$ cat config.mk
export PLATFORM = sky130hd
export DESIGN_NAME = text_encoding_detector_top
export DESIGN_NICKNAME = d
export VERILOG_FILES = /design/src/rtl/tedet_pkg.sv /design/src/rtl/text_encoding_detector_top.sv /design/src/rtl/tedet_span.sv /design/src/rtl/tedet_out_reg.sv
export SDC_FILE = /design/constraint.sdc
export NUM_CORES = 1
export LEC_CHECK = 0
export BUFFER_PORTS_ARGS = -buffer_cell sky130_fd_sc_hd__buf_2
export CAP_MARGIN = 0
export CORE_ASPECT_RATIO = 0.9
export CORE_UTILIZATION = 55
export DETAILED_ROUTE_END_ITERATION = 7
export GPL_TIMING_DRIVEN = 1
export PLACE_DENSITY = 0.79
export SYNTH_ARGS = -nofsm -noshare
export SYNTH_HDL_FRONTEND = slang
export SYNTH_HIERARCHICAL = 1
export SYNTH_SLANG_ARGS = --single-unit
$ cat constraint.sdc
create_clock -name clk -period 5.35 [get_ports clk]
set_input_delay 0.535 -clock clk [delete_from_list [all_inputs] [get_ports clk]]
set_output_delay 0.535 -clock clk [all_outputs]
set_load 0.005 [all_outputs]
$ cat src/rtl/tedet_pkg.sv
// shared types and byte constants for the text encoding detector
package tedet_pkg;

  localparam int ByteW = 8;

  // result flags, first field in the highest bit
  typedef struct packed {
    logic utf8_valid;
    logic shift_jis_valid;
    logic saw_non_ascii;
    logic saw_visible_ascii;
    logic saw_blank_or_control;
  } flags_t;

  localparam int FlagsW  = $bits(flags_t);
  localparam int OutTdataW = ((FlagsW + 7) / 8) * 8;

  localparam logic [ByteW-1:0] ChrNewline = 8'h0a;
  localparam logic [ByteW-1:0] ChrCr      = 8'h0d;
  localparam logic [ByteW-1:0] ChrVisLo   = 8'h21;
  localparam logic [ByteW-1:0] ChrHigh    = 8'h80;

  // shift-jis lead and trail bounds
  localparam logic [ByteW-1:0] SjLead1Hi  = 8'h9f;
  localparam logic [ByteW-1:0] SjLead2Lo  = 8'he0;
  localparam logic [ByteW-1:0] SjLead2Hi  = 8'hfc;
  localparam logic [ByteW-1:0] SjTrailLo  = 8'h40;
  localparam logic [ByteW-1:0] SjTrailBad = 8'h7f;
  localparam logic [ByteW-1:0] SjTrailHi  = 8'hfc;

  // utf-8 lead and continuation bounds
  localparam logic [ByteW-1:0] U8ContLo   = 8'h80;
  localparam logic [ByteW-1:0] U8ContHi   = 8'hbf;
  localparam logic [ByteW-1:0] U8E0ContLo = 8'ha0;
  localparam logic [ByteW-1:0] U8F0ContLo = 8'h90;
  localparam logic [ByteW-1:0] U8F4ContHi = 8'h8f;
  localparam logic [ByteW-1:0] U8Lead2Lo  = 8'hc2;
  localparam logic [ByteW-1:0] U8LeadE0   = 8'he0;
  localparam logic [ByteW-1:0] U8LeadF0   = 8'hf0;
  localparam logic [ByteW-1:0] U8LeadF4   = 8'hf4;

endpackage

$ cat src/rtl/text_encoding_detector_top.sv
// top level of the text encoding detector: input register, span logic, result register
//
//  channel   dir  handshake                     payload
//  s_axis    in   s_axis_tvalid/s_axis_tready   tdata[7:0] data_byte, tlast end_of_text
//  m_axis    out  m_axis_tvalid/m_axis_tready   tdata[4:0] flags, [7:5] zero
//  cfg       in   cfg_wr_en                     cfg_wr_data line_mode
//
// one byte per cycle sustained; a beat is held in the input register,
// then updates the span state and, if it closes the span, loads the report
// into the result register, and the report is valid once it is loaded there
// rst is synchronous and clears the span state, line_mode and both valid flags
// a held report only stalls a closing beat; bytes inside a span keep flowing
module text_encoding_detector_top
  import tedet_pkg::*;
(
  input  logic                 clk,
  input  logic                 rst,
  // config
  input  logic                 cfg_wr_en,
  input  logic                 cfg_wr_data,      // line_mode
  // byte input
  input  logic                 s_axis_tvalid,
  output logic                 s_axis_tready,
  input  logic [ByteW-1:0]     s_axis_tdata,     // [7:0] data_byte
  input  logic                 s_axis_tlast,     // end_of_text
  // report output
  output logic                 m_axis_tvalid,
  input  logic                 m_axis_tready,
  output logic [OutTdataW-1:0] m_axis_tdata      // [0] blank/control, [1] visible ascii,
                                                 // [2] non-ascii, [3] sjis ok, [4] utf-8 ok
);

  logic             line_mode;
  logic             in_valid;
  logic [ByteW-1:0] in_byte;
  logic             in_eot;
  logic             step;
  logic             span_close;
  logic             res_ready;
  flags_t           span_flags;
  flags_t           res_flags;

  // line mode register, to be written only while idle; the block itself does not enforce this
  always_ff @(posedge clk) begin
    if (rst) begin
      line_mode <= 1'b0;
    end else if (cfg_wr_en) begin
      line_mode <= cfg_wr_data;
    end
  end

  // a held beat moves on unless it closes a span while the result register cannot take a report
  assign step          = in_valid && (!span_close || res_ready);
  assign s_axis_tready = !in_valid || step;

  // input register
  always_ff @(posedge clk) begin
    if (rst) begin
      in_valid <= 1'b0;
    end else if (s_axis_tready) begin
      in_valid <= s_axis_tvalid;
    end
    if (s_axis_tvalid && s_axis_tready) begin
      in_byte <= s_axis_tdata;
      in_eot  <= s_axis_tlast;
    end
  end

  tedet_span u_span (
    .clk         (clk),
    .rst         (rst),
    .line_mode   (line_mode),
    .step        (step),
    .data_byte   (in_byte),
    .end_of_text (in_eot),
    .closes      (span_close),
    .flags       (span_flags)
  );

  tedet_out_reg u_out (
    .clk       (clk),
    .rst       (rst),
    .in_valid  (step && span_close),
    .in_data   (span_flags),
    .in_ready  (res_ready),
    .out_valid (m_axis_tvalid),
    .out_ready (m_axis_tready),
    .out_data  (res_flags)
  );

  assign m_axis_tdata = {{(OutTdataW - FlagsW){1'b0}}, res_flags};

  // a closing beat never advances into a full result register
  a_close_has_room: assert property (@(posedge clk) disable iff (rst)
    (step && span_close) |-> res_ready)
    else $error("closing beat stepped with result register full");

  // every closing step leaves a report visible next cycle
  a_close_reports: assert property (@(posedge clk) disable iff (rst)
    (step && span_close) |=> m_axis_tvalid)
    else $error("closed span gave no report");

  // a stalled beat in the input register stays put
  a_in_hold: assert property (@(posedge clk) disable iff (rst)
    (in_valid && !step) |=> (in_valid && $stable(in_byte) && $stable(in_eot)))
    else $error("stalled input beat lost");

  // an empty input register always takes a beat
  a_empty_ready: assert property (@(posedge clk) disable iff (rst)
    !in_valid |-> s_axis_tready)
    else $error("input register empty but not ready");

endmodule

$ cat src/rtl/tedet_span.sv
// per-span state: byte classes and the shift-jis and utf-8 validators
module tedet_span
  import tedet_pkg::*;
(
  input  logic             clk,
  input  logic             rst,
  input  logic             line_mode,
  input  logic             step,
  input  logic [ByteW-1:0] data_byte,
  input  logic             end_of_text,
  output logic             closes,
  output flags_t           flags
);

  typedef enum logic [1:0] {
    RANGE_ANY = 2'd0,
    RANGE_A0  = 2'd1,
    RANGE_90  = 2'd2,
    RANGE_8F  = 2'd3
  } u8_range_t;

  logic [1:0] utf8_bytes_left, utf8_bytes_left_next;
  u8_range_t  utf8_next_range, utf8_next_range_next;
  logic       sjis_trail_due, sjis_trail_due_next;
  logic       blank_seen, blank_seen_next;
  logic       visible_seen, visible_seen_next;
  logic       non_ascii_seen, non_ascii_seen_next;
  logic       sjis_error, sjis_error_next;
  logic       utf8_error, utf8_error_next;
  logic [ByteW-1:0] c;
  logic [ByteW-1:0] lo, hi;

  assign c      = data_byte;
  assign closes = end_of_text || (line_mode && c == ChrNewline);

  always_comb begin
    flags.saw_blank_or_control = blank_seen;
    flags.saw_visible_ascii    = visible_seen;
    flags.saw_non_ascii        = non_ascii_seen;
    flags.shift_jis_valid      = !sjis_error && !sjis_trail_due;
    flags.utf8_valid           = !utf8_error && (utf8_bytes_left == 2'd0);
  end

  always_comb begin
    blank_seen_next      = blank_seen;
    visible_seen_next    = visible_seen;
    non_ascii_seen_next  = non_ascii_seen;
    sjis_trail_due_next  = sjis_trail_due;
    sjis_error_next      = sjis_error;
    utf8_bytes_left_next = utf8_bytes_left;
    utf8_next_range_next = utf8_next_range;
    utf8_error_next      = utf8_error;
    lo = U8ContLo;
    hi = U8ContHi;

    // byte classes, frozen once a non-ascii byte appears
    if (c >= ChrHigh) begin
      non_ascii_seen_next = 1'b1;
    end else if (!non_ascii_seen) begin
      if (c < ChrVisLo) begin
        if (!(line_mode && c == ChrCr)) blank_seen_next = 1'b1;
      end else begin
        visible_seen_next = 1'b1;
      end
    end

    // shift-jis
    if (sjis_trail_due) begin
      if (c < SjTrailLo || c == SjTrailBad || c > SjTrailHi) sjis_error_next = 1'b1;
      sjis_trail_due_next = 1'b0;
    end else if ((c > ChrHigh && c <= SjLead1Hi) || (c >= SjLead2Lo && c <= SjLead2Hi)) begin
      sjis_trail_due_next = 1'b1;
    end

    // utf-8
    case (utf8_next_range)
      RANGE_A0: lo = U8E0ContLo;
      RANGE_90: lo = U8F0ContLo;
      RANGE_8F: hi = U8F4ContHi;
      default:  ;
    endcase
    if (utf8_bytes_left != 2'd0) begin
      if (c < lo || c > hi) utf8_error_next = 1'b1;
      utf8_bytes_left_next = utf8_bytes_left - 2'd1;
      utf8_next_range_next = RANGE_ANY;
    end else if (c < U8ContLo) begin
      // plain ascii
    end else if (c < U8Lead2Lo) begin
      utf8_error_next = 1'b1;
    end else if (c < U8LeadE0) begin
      utf8_bytes_left_next = 2'd1;
      utf8_next_range_next = RANGE_ANY;
    end else if (c == U8LeadE0) begin
      utf8_bytes_left_next = 2'd2;
      utf8_next_range_next = RANGE_A0;
    end else if (c < U8LeadF0) begin
      utf8_bytes_left_next = 2'd2;
      utf8_next_range_next = RANGE_ANY;
    end else if (c == U8LeadF0) begin
      utf8_bytes_left_next = 2'd3;
      utf8_next_range_next = RANGE_90;
    end else if (c < U8LeadF4) begin
      utf8_bytes_left_next = 2'd3;
      utf8_next_range_next = RANGE_ANY;
    end else if (c == U8LeadF4) begin
      utf8_bytes_left_next = 2'd3;
      utf8_next_range_next = RANGE_8F;
    end else begin
      utf8_error_next = 1'b1;
    end
  end

  always_ff @(posedge clk) begin
    if (rst || (step && closes)) begin
      utf8_bytes_left <= 2'd0;
      utf8_next_range <= RANGE_ANY;
      sjis_trail_due  <= 1'b0;
      blank_seen      <= 1'b0;
      visible_seen    <= 1'b0;
      non_ascii_seen  <= 1'b0;
      sjis_error      <= 1'b0;
      utf8_error      <= 1'b0;
    end else if (step) begin
      utf8_bytes_left <= utf8_bytes_left_next;
      utf8_next_range <= utf8_next_range_next;
      sjis_trail_due  <= sjis_trail_due_next;
      blank_seen      <= blank_seen_next;
      visible_seen    <= visible_seen_next;
      non_ascii_seen  <= non_ascii_seen_next;
      sjis_error      <= sjis_error_next;
      utf8_error      <= utf8_error_next;
    end
  end

endmodule

$ cat src/rtl/tedet_out_reg.sv
// result register holding one report until the sink takes it
module tedet_out_reg
  import tedet_pkg::*;
(
  input  logic   clk,
  input  logic   rst,
  input  logic   in_valid,
  input  flags_t in_data,
  output logic   in_ready,
  output logic   out_valid,
  input  logic   out_ready,
  output flags_t out_data
);

  assign in_ready = !out_valid || out_ready;

  always_ff @(posedge clk) begin
    if (rst) begin
      out_valid <= 1'b0;
    end else if (in_ready) begin
      out_valid <= in_valid;
    end
    if (in_valid && in_ready) out_data <= in_data;
  end

endmodule
== Word level (Yosys, flattened, before mapping) ==
Index checks and enable logic that the tools add are counted.
Storage, ports and cells
  register bits: 27
  input bits: 15
  output and inout bits: 10
  word-level logic and storage cells: 121
Cells by class
  add/sub/neg operators: 1
  $lt $le $gt $ge: 15
  equal/unequal tests: 18
  mux-type cells: 31
  bitwise gates (word level): 4
  reduce and logical (&&, ||, !) cells: 34
Operator list (number)
  $lt A8 B8 Y1 const B: 5
  $mux W2: 17
  $eq A8 B8 Y1 const B: 3
  $ne A3 B1 Y1 const B: 6
  $eq A8 B4 Y1 const B: 2
  $ge A8 B8 Y1 const B: 2
  $gt A8 B8 Y1 const B: 2
  $le A8 B8 Y1 const B: 2
  $mux W1: 12
  $pmux W6 S2: 1
  $logic_and A1 B1 Y1: 10
  $logic_or A1 B1 Y1: 9
  $reduce_and A9 Y1: 1
  $eq A8 B7 Y1 const B: 1
  $gt A8 B8 Y1: 1
  $lt A8 B6 Y1 const B: 1
  $lt A8 B7 Y1 const B: 1
  $lt A8 B8 Y1: 1
  $reduce_and A4 Y1: 2
  $reduce_bool A7 Y1: 1
  $logic_not A1 Y1: 6
  $mux W6: 1
  $reduce_and A5 Y1: 1
  $eq A2 B2 Y1 const B: 2
  9 further kinds: 13

== Longest topological paths before layout ==
  depth in word-level cells: 10
  mapped depth: 9
  gate-level depth less buffers: 7

== Hierarchy ==
The synthesis kept the hierarchy.
Modules (own cells, without submodules)
  tedet_span: instances 1, cells an instance 90, area each 680.7 um^2, sequential area each 200.2 um^2
  text_encoding_detector_top: instances 1, cells an instance 24, area each 410.4 um^2, sequential area each 310.3 um^2
  tedet_out_reg: instances 1, cells an instance 10, area each 205.2 um^2, sequential area each 170.2 um^2

== Worst setup path before layout ==
Ideal clock, no wire load.
  kind: register to register
  start point: reg in_byte[5]
  end point: reg u_span.utf8_error
  library setup time: 0.067 ns
  arrival: 2.096 ns
  required time: 5.283 ns
  path slack: 3.187 ns
  cell stages (with the launch flop): 9
  path buffers: 2
  clock period less this slack: 2.163 ns
  cell sequence: edfxtp_1 > clkbuf_1 > nor3b_1 > a31o_1 > a21boi_0 > clkbuf_1 > inv_1 > or4_4 > a21oi_2
Between the ends
  word-level cells in the longest chain between the ends: 8
  elaborated cells between the ends (all ways): 31
  classes of those cells: order compare: 7; eq/ne: 12; mux: 3; reduce/logical: 9
RTL lines
  start: declaration: RTL line text_encoding_detector_top.sv:35  | logic [ByteW-1:0] in_byte;
  start signal: assignment: RTL line text_encoding_detector_top.sv:64  | in_byte <= s_axis_tdata;
  $eq A8 B4 Y1 (*): RTL line tedet_span.sv:34  | assign closes = end_of_text || (line_mode && c == ChrNewline);
  $logic_and A1 B1 Y1 (*): RTL line tedet_span.sv:34
  $logic_or A1 B1 Y1 (*): RTL line tedet_span.sv:34
  net span_close: RTL line text_encoding_detector_top.sv:38  | logic span_close;
  $logic_not A1 Y1 (*): RTL line text_encoding_detector_top.sv:53  | assign step = in_valid && (!span_close || res_ready);
  $logic_or A1 B1 Y1 (*): RTL line text_encoding_detector_top.sv:53
  $logic_and A1 B1 Y1 (*): RTL line text_encoding_detector_top.sv:53
  net step: RTL line text_encoding_detector_top.sv:37  | logic step;
  branches (longest 2 deep; another with $reduce_and A9 Y1)
  end signal: assignment: RTL line tedet_span.sv:131  | utf8_error <= utf8_error_next;
  end: declaration: RTL line tedet_span.sv:29  | logic utf8_error, utf8_error_next;
Mark *: on every way through the listed nets, which the timed path passes. The select of a mux whose other input is x is not followed.
A chain may end at the register's enable or synchronous reset.

== Worst setup path in the final report ==
  start point: reg in_byte[1]
  end point: reg u_span.utf8_error
Same word-level chain as after synthesis.

==> out/metrics.csv <==
stage,metric,value,unit
sta,report.final.slew_viol_count,0,
clock_network,clk_path_buf_depth,2,
sta,rsz0062_at_grt,false,
die,core-area,2202,sq um
drt,wl_per_cell,13.57,um
power,seq_power_share,66.8,%
logic_synthesis,netlist_area,1296,sq um
clock_network,clk_pin_slew,140,ps
clock_network,h-tree-depth,1,
clock_network,cts-hold-fix-buffers,0,
drt,vias_per_cell,5.801,
place,place.gp.congestion,0.8760,
cells_and_area,drive_gt1_share,26.62,%
grt,grt_antenna_before_repair,0,
setup_path,cp-start-kind,flop,
power,power_density,251.2,nW/um^2
power,peakVddDrop,0.0002281,V
setup_path,required,5620,ps
die,die_w,53.17,um
drt,drt_first_pass_iters,4,
logic_synthesis,synthArstFlopShare,0,%
clock_network,cts_tree,built,
die,io_pins,25,
power,clock_power_share,23.8,%
setup_path,crit_type,flop to flop,
die,dieArea,2555,sq um
drt,wl,2.252,mm
logic_synthesis,synth-simple-area-share,22.78,%
logic_synthesis,yosysSeqAreaShare,52.51,%
die,dieHeight,48.06,um
status,status,finished clean,
logic_synthesis,synthAdderAreaFrac,0.9653,%
drt,drc_errors,0,
cells_and_area,antennaDiodeCount,0,
clock_network,cts_root_buf,clkbuf_4,
sta,tightest_slew,871.2,ps
worst_hold_path,hp-class,input port to flop,
logic_synthesis,synth_flop_cell,edfxtp_1,
die,start_util,58.86,%
logic_synthesis,synth_edf_count,14,
power,power_frac_comb,9.4,%
place,place_inst,162,
setup_path,cp_max_fo,9,
grt,first_global_vias,848,
logic_synthesis,ys_seq_elements,27,
power,p_sw,81.88,uW
grt,grt_pass1_wl,3.436,mm
sta,finalSetupViolCount,0,
cells_and_area,final_common_cell,buf_2,
grt,grtUsageTotal,19.55,%
logic_synthesis,yosys_warnings,6,
place,portBuffers,21,
sta,setup_slack,2694,ps
sta,min_period,2656,ps
cells_and_area,final_cell_count_no_fill,166,
logic_synthesis,synth_area_per_cell,10.45,sq um
cells_and_area,final_nets,156,
job,cap_viol_max_count,0,
power,p_sw_share,23.24,%
cells_and_area,syn_to_final_growth,8.205,%
grt,grt_max_degree,16,
clock_network,cts_made_buffers,3,
logic_synthesis,synthXorXnorAreaFrac,0,%
setup_path,end_kind,flop,
power,intPower,270.5,uW
die,row_count,16,
sta,fin_crit_sh,49.65,%
setup_path,cp.arrival,2920,ps
power,power_leakage,0.5484,nW
place,placed_area,1375,sq um
clock_network,cts_sinks,27,
sta,fmax,376.5,MHz
logic_synthesis,synth_compound_area_share,15.15,%
grt,overflow,0,
sta,hold_viol_final,0,
cells_and_area,postLayoutCellArea,1403,sq um
cells_and_area,final_cell_mix,"buf_2 (21), edfxtp_1 (14), dfxtp_1 (13), nor2_1 (10), a21oi_1 (9)",
clock_network,clk_latency,320,ps
sta,finClkSkew,5.656,ps
place,dp_slack,2743,ps
drt,ant_nets,0,
logic_synthesis,yosys.cell_types.count,43,
sta,finalSetupTns,0,ps
drt,vias,963,
sta,slew-limit-headroom,41.40,%
cells_and_area,fillCellCount,199,
place,dp_hpwl,1.702,mm
drt,drt_iter0_drc,39,
clock_network,cts_resized,0,
logic_synthesis,synth_top_family_by_area,simple AND/OR/NAND/NOR gates,
clock_network,cts_setup_buffers,0,
logic_synthesis,synth_mux_area_share,1.641,%
logic_synthesis,synthCells,124,
==> area by class of cell <==
class / instances / area [sq um] / share of cell area (%)
flip-flops and latches: 27 / 680.7 / 48.53
multi-input cells: 82 / 536.8 / 38.27
repair buffers: 21 / 105.1 / 7.493
well taps: 27 / 33.78 / 2.409
clock buffers: 3 / 22.52 / 1.606
inverters: 5 / 18.77 / 1.338
clock inverters: 1 / 5.005 / 0.3568
==> stage by stage <==
| stage | hold WS [ps] | power (mW) | util [%] |
|---|---|---|---|
| final | 383.2 | 0.3524 | 63.69 |
| after global routing | 369.9 | 0.3665 | 63.69 |
| after CTS | 374.6 | 0.3558 | 63.69 |
| after detailed placement | 436.6 | 0.2726 | 62.44 |
| after global placement | 424.6 | 0.2708 | 62.44 |
| after floorplan | 431.7 | 0.2635 | - |
==> final timing paths <==
| path | slack, ps | startpoint | cells after the start | end |
|---|---|---|---|---|
| setup / recovery | 2690 | in_byte[1] | 6 | u_span/utf8_error |
| hold / removal | 380 | s_axis_tdata[2] | 1 | in_byte[2] |
| setup reg to reg | 2690 | in_byte[1] | 6 | u_span/utf8_error |
| hold reg to reg | 470 | u_span/blank_seen | 0 | u_out/out_data[0] |
==> sequential cells by signal (all words and copies together), names as in the netlist, 2 cells and up <==
register,cells
in_byte,8
u_out/out_data,5
u_span/utf8_bytes_left,2
u_span/utf8_next_range,2
==> logic make-up after synthesis <==
family | Yosys count
AO/OA/AOI/OAI | 30
adder cells (fa/ha/maj) | 1
buffers and inverters | 17
flip-flops | 27
multiplexers | 2
other | 1
AND/OR/NAND/NOR | 46
==> Yosys cell counts (2+ instances only) <==
cell,count,share of area [%]
edfxtp_1,14,32
dfxtp_1,13,20
nor2_1,10,2.9
a21oi_1,9,3.5
buf_4,6,3.5
clkbuf_1,6,1.7
inv_1,5,1.4
nand2_1,4,1.2
nand3_1,4,1.5
nand4_1,4,1.9
o21ai_0,4,1.5
a21o_1,3,1.7
a21oi_2,3,2.0
nor2b_1,3,1.4
nor3_1,3,1.2
a211oi_1,2,1.2
and2_4,2,1.4
and3_1,2,0.97
or3_1,2,0.97
or4_4,2,1.7
==> critical path: stages, from the launching register on <==
cell	delay, ps
edfxtp_1	500
nor4bb_1	190
a31o_1	280
a21boi_0	700
inv_1	210
or4_4	580
a21oi_2	140
==> layer usage <==
layer	GRT usage, %	vias to the layer above	wire length (um)
met4	6.316	0	40
met5	0	-	0
met1	20.59	438	933
li1	-	472	-
met2	37.97	47	1135
met3	5.714	6	143
==> power groups by stage <==
stage | clock network, mW | logic (mW) | registers, mW
2_1_floorplan | 0 | 0.0284 | 0.235
3_3_place_gp | 0 | 0.0314 | 0.239
4_1_cts | 0.0876 | 0.0329 | 0.235
3_5_place_dp | 0 | 0.0327 | 0.240
5_1_grt | 0.0926 | 0.0369 | 0.237
6_report | 0.0838 | 0.0331 | 0.235
Power figures use the tool's default switching activity.
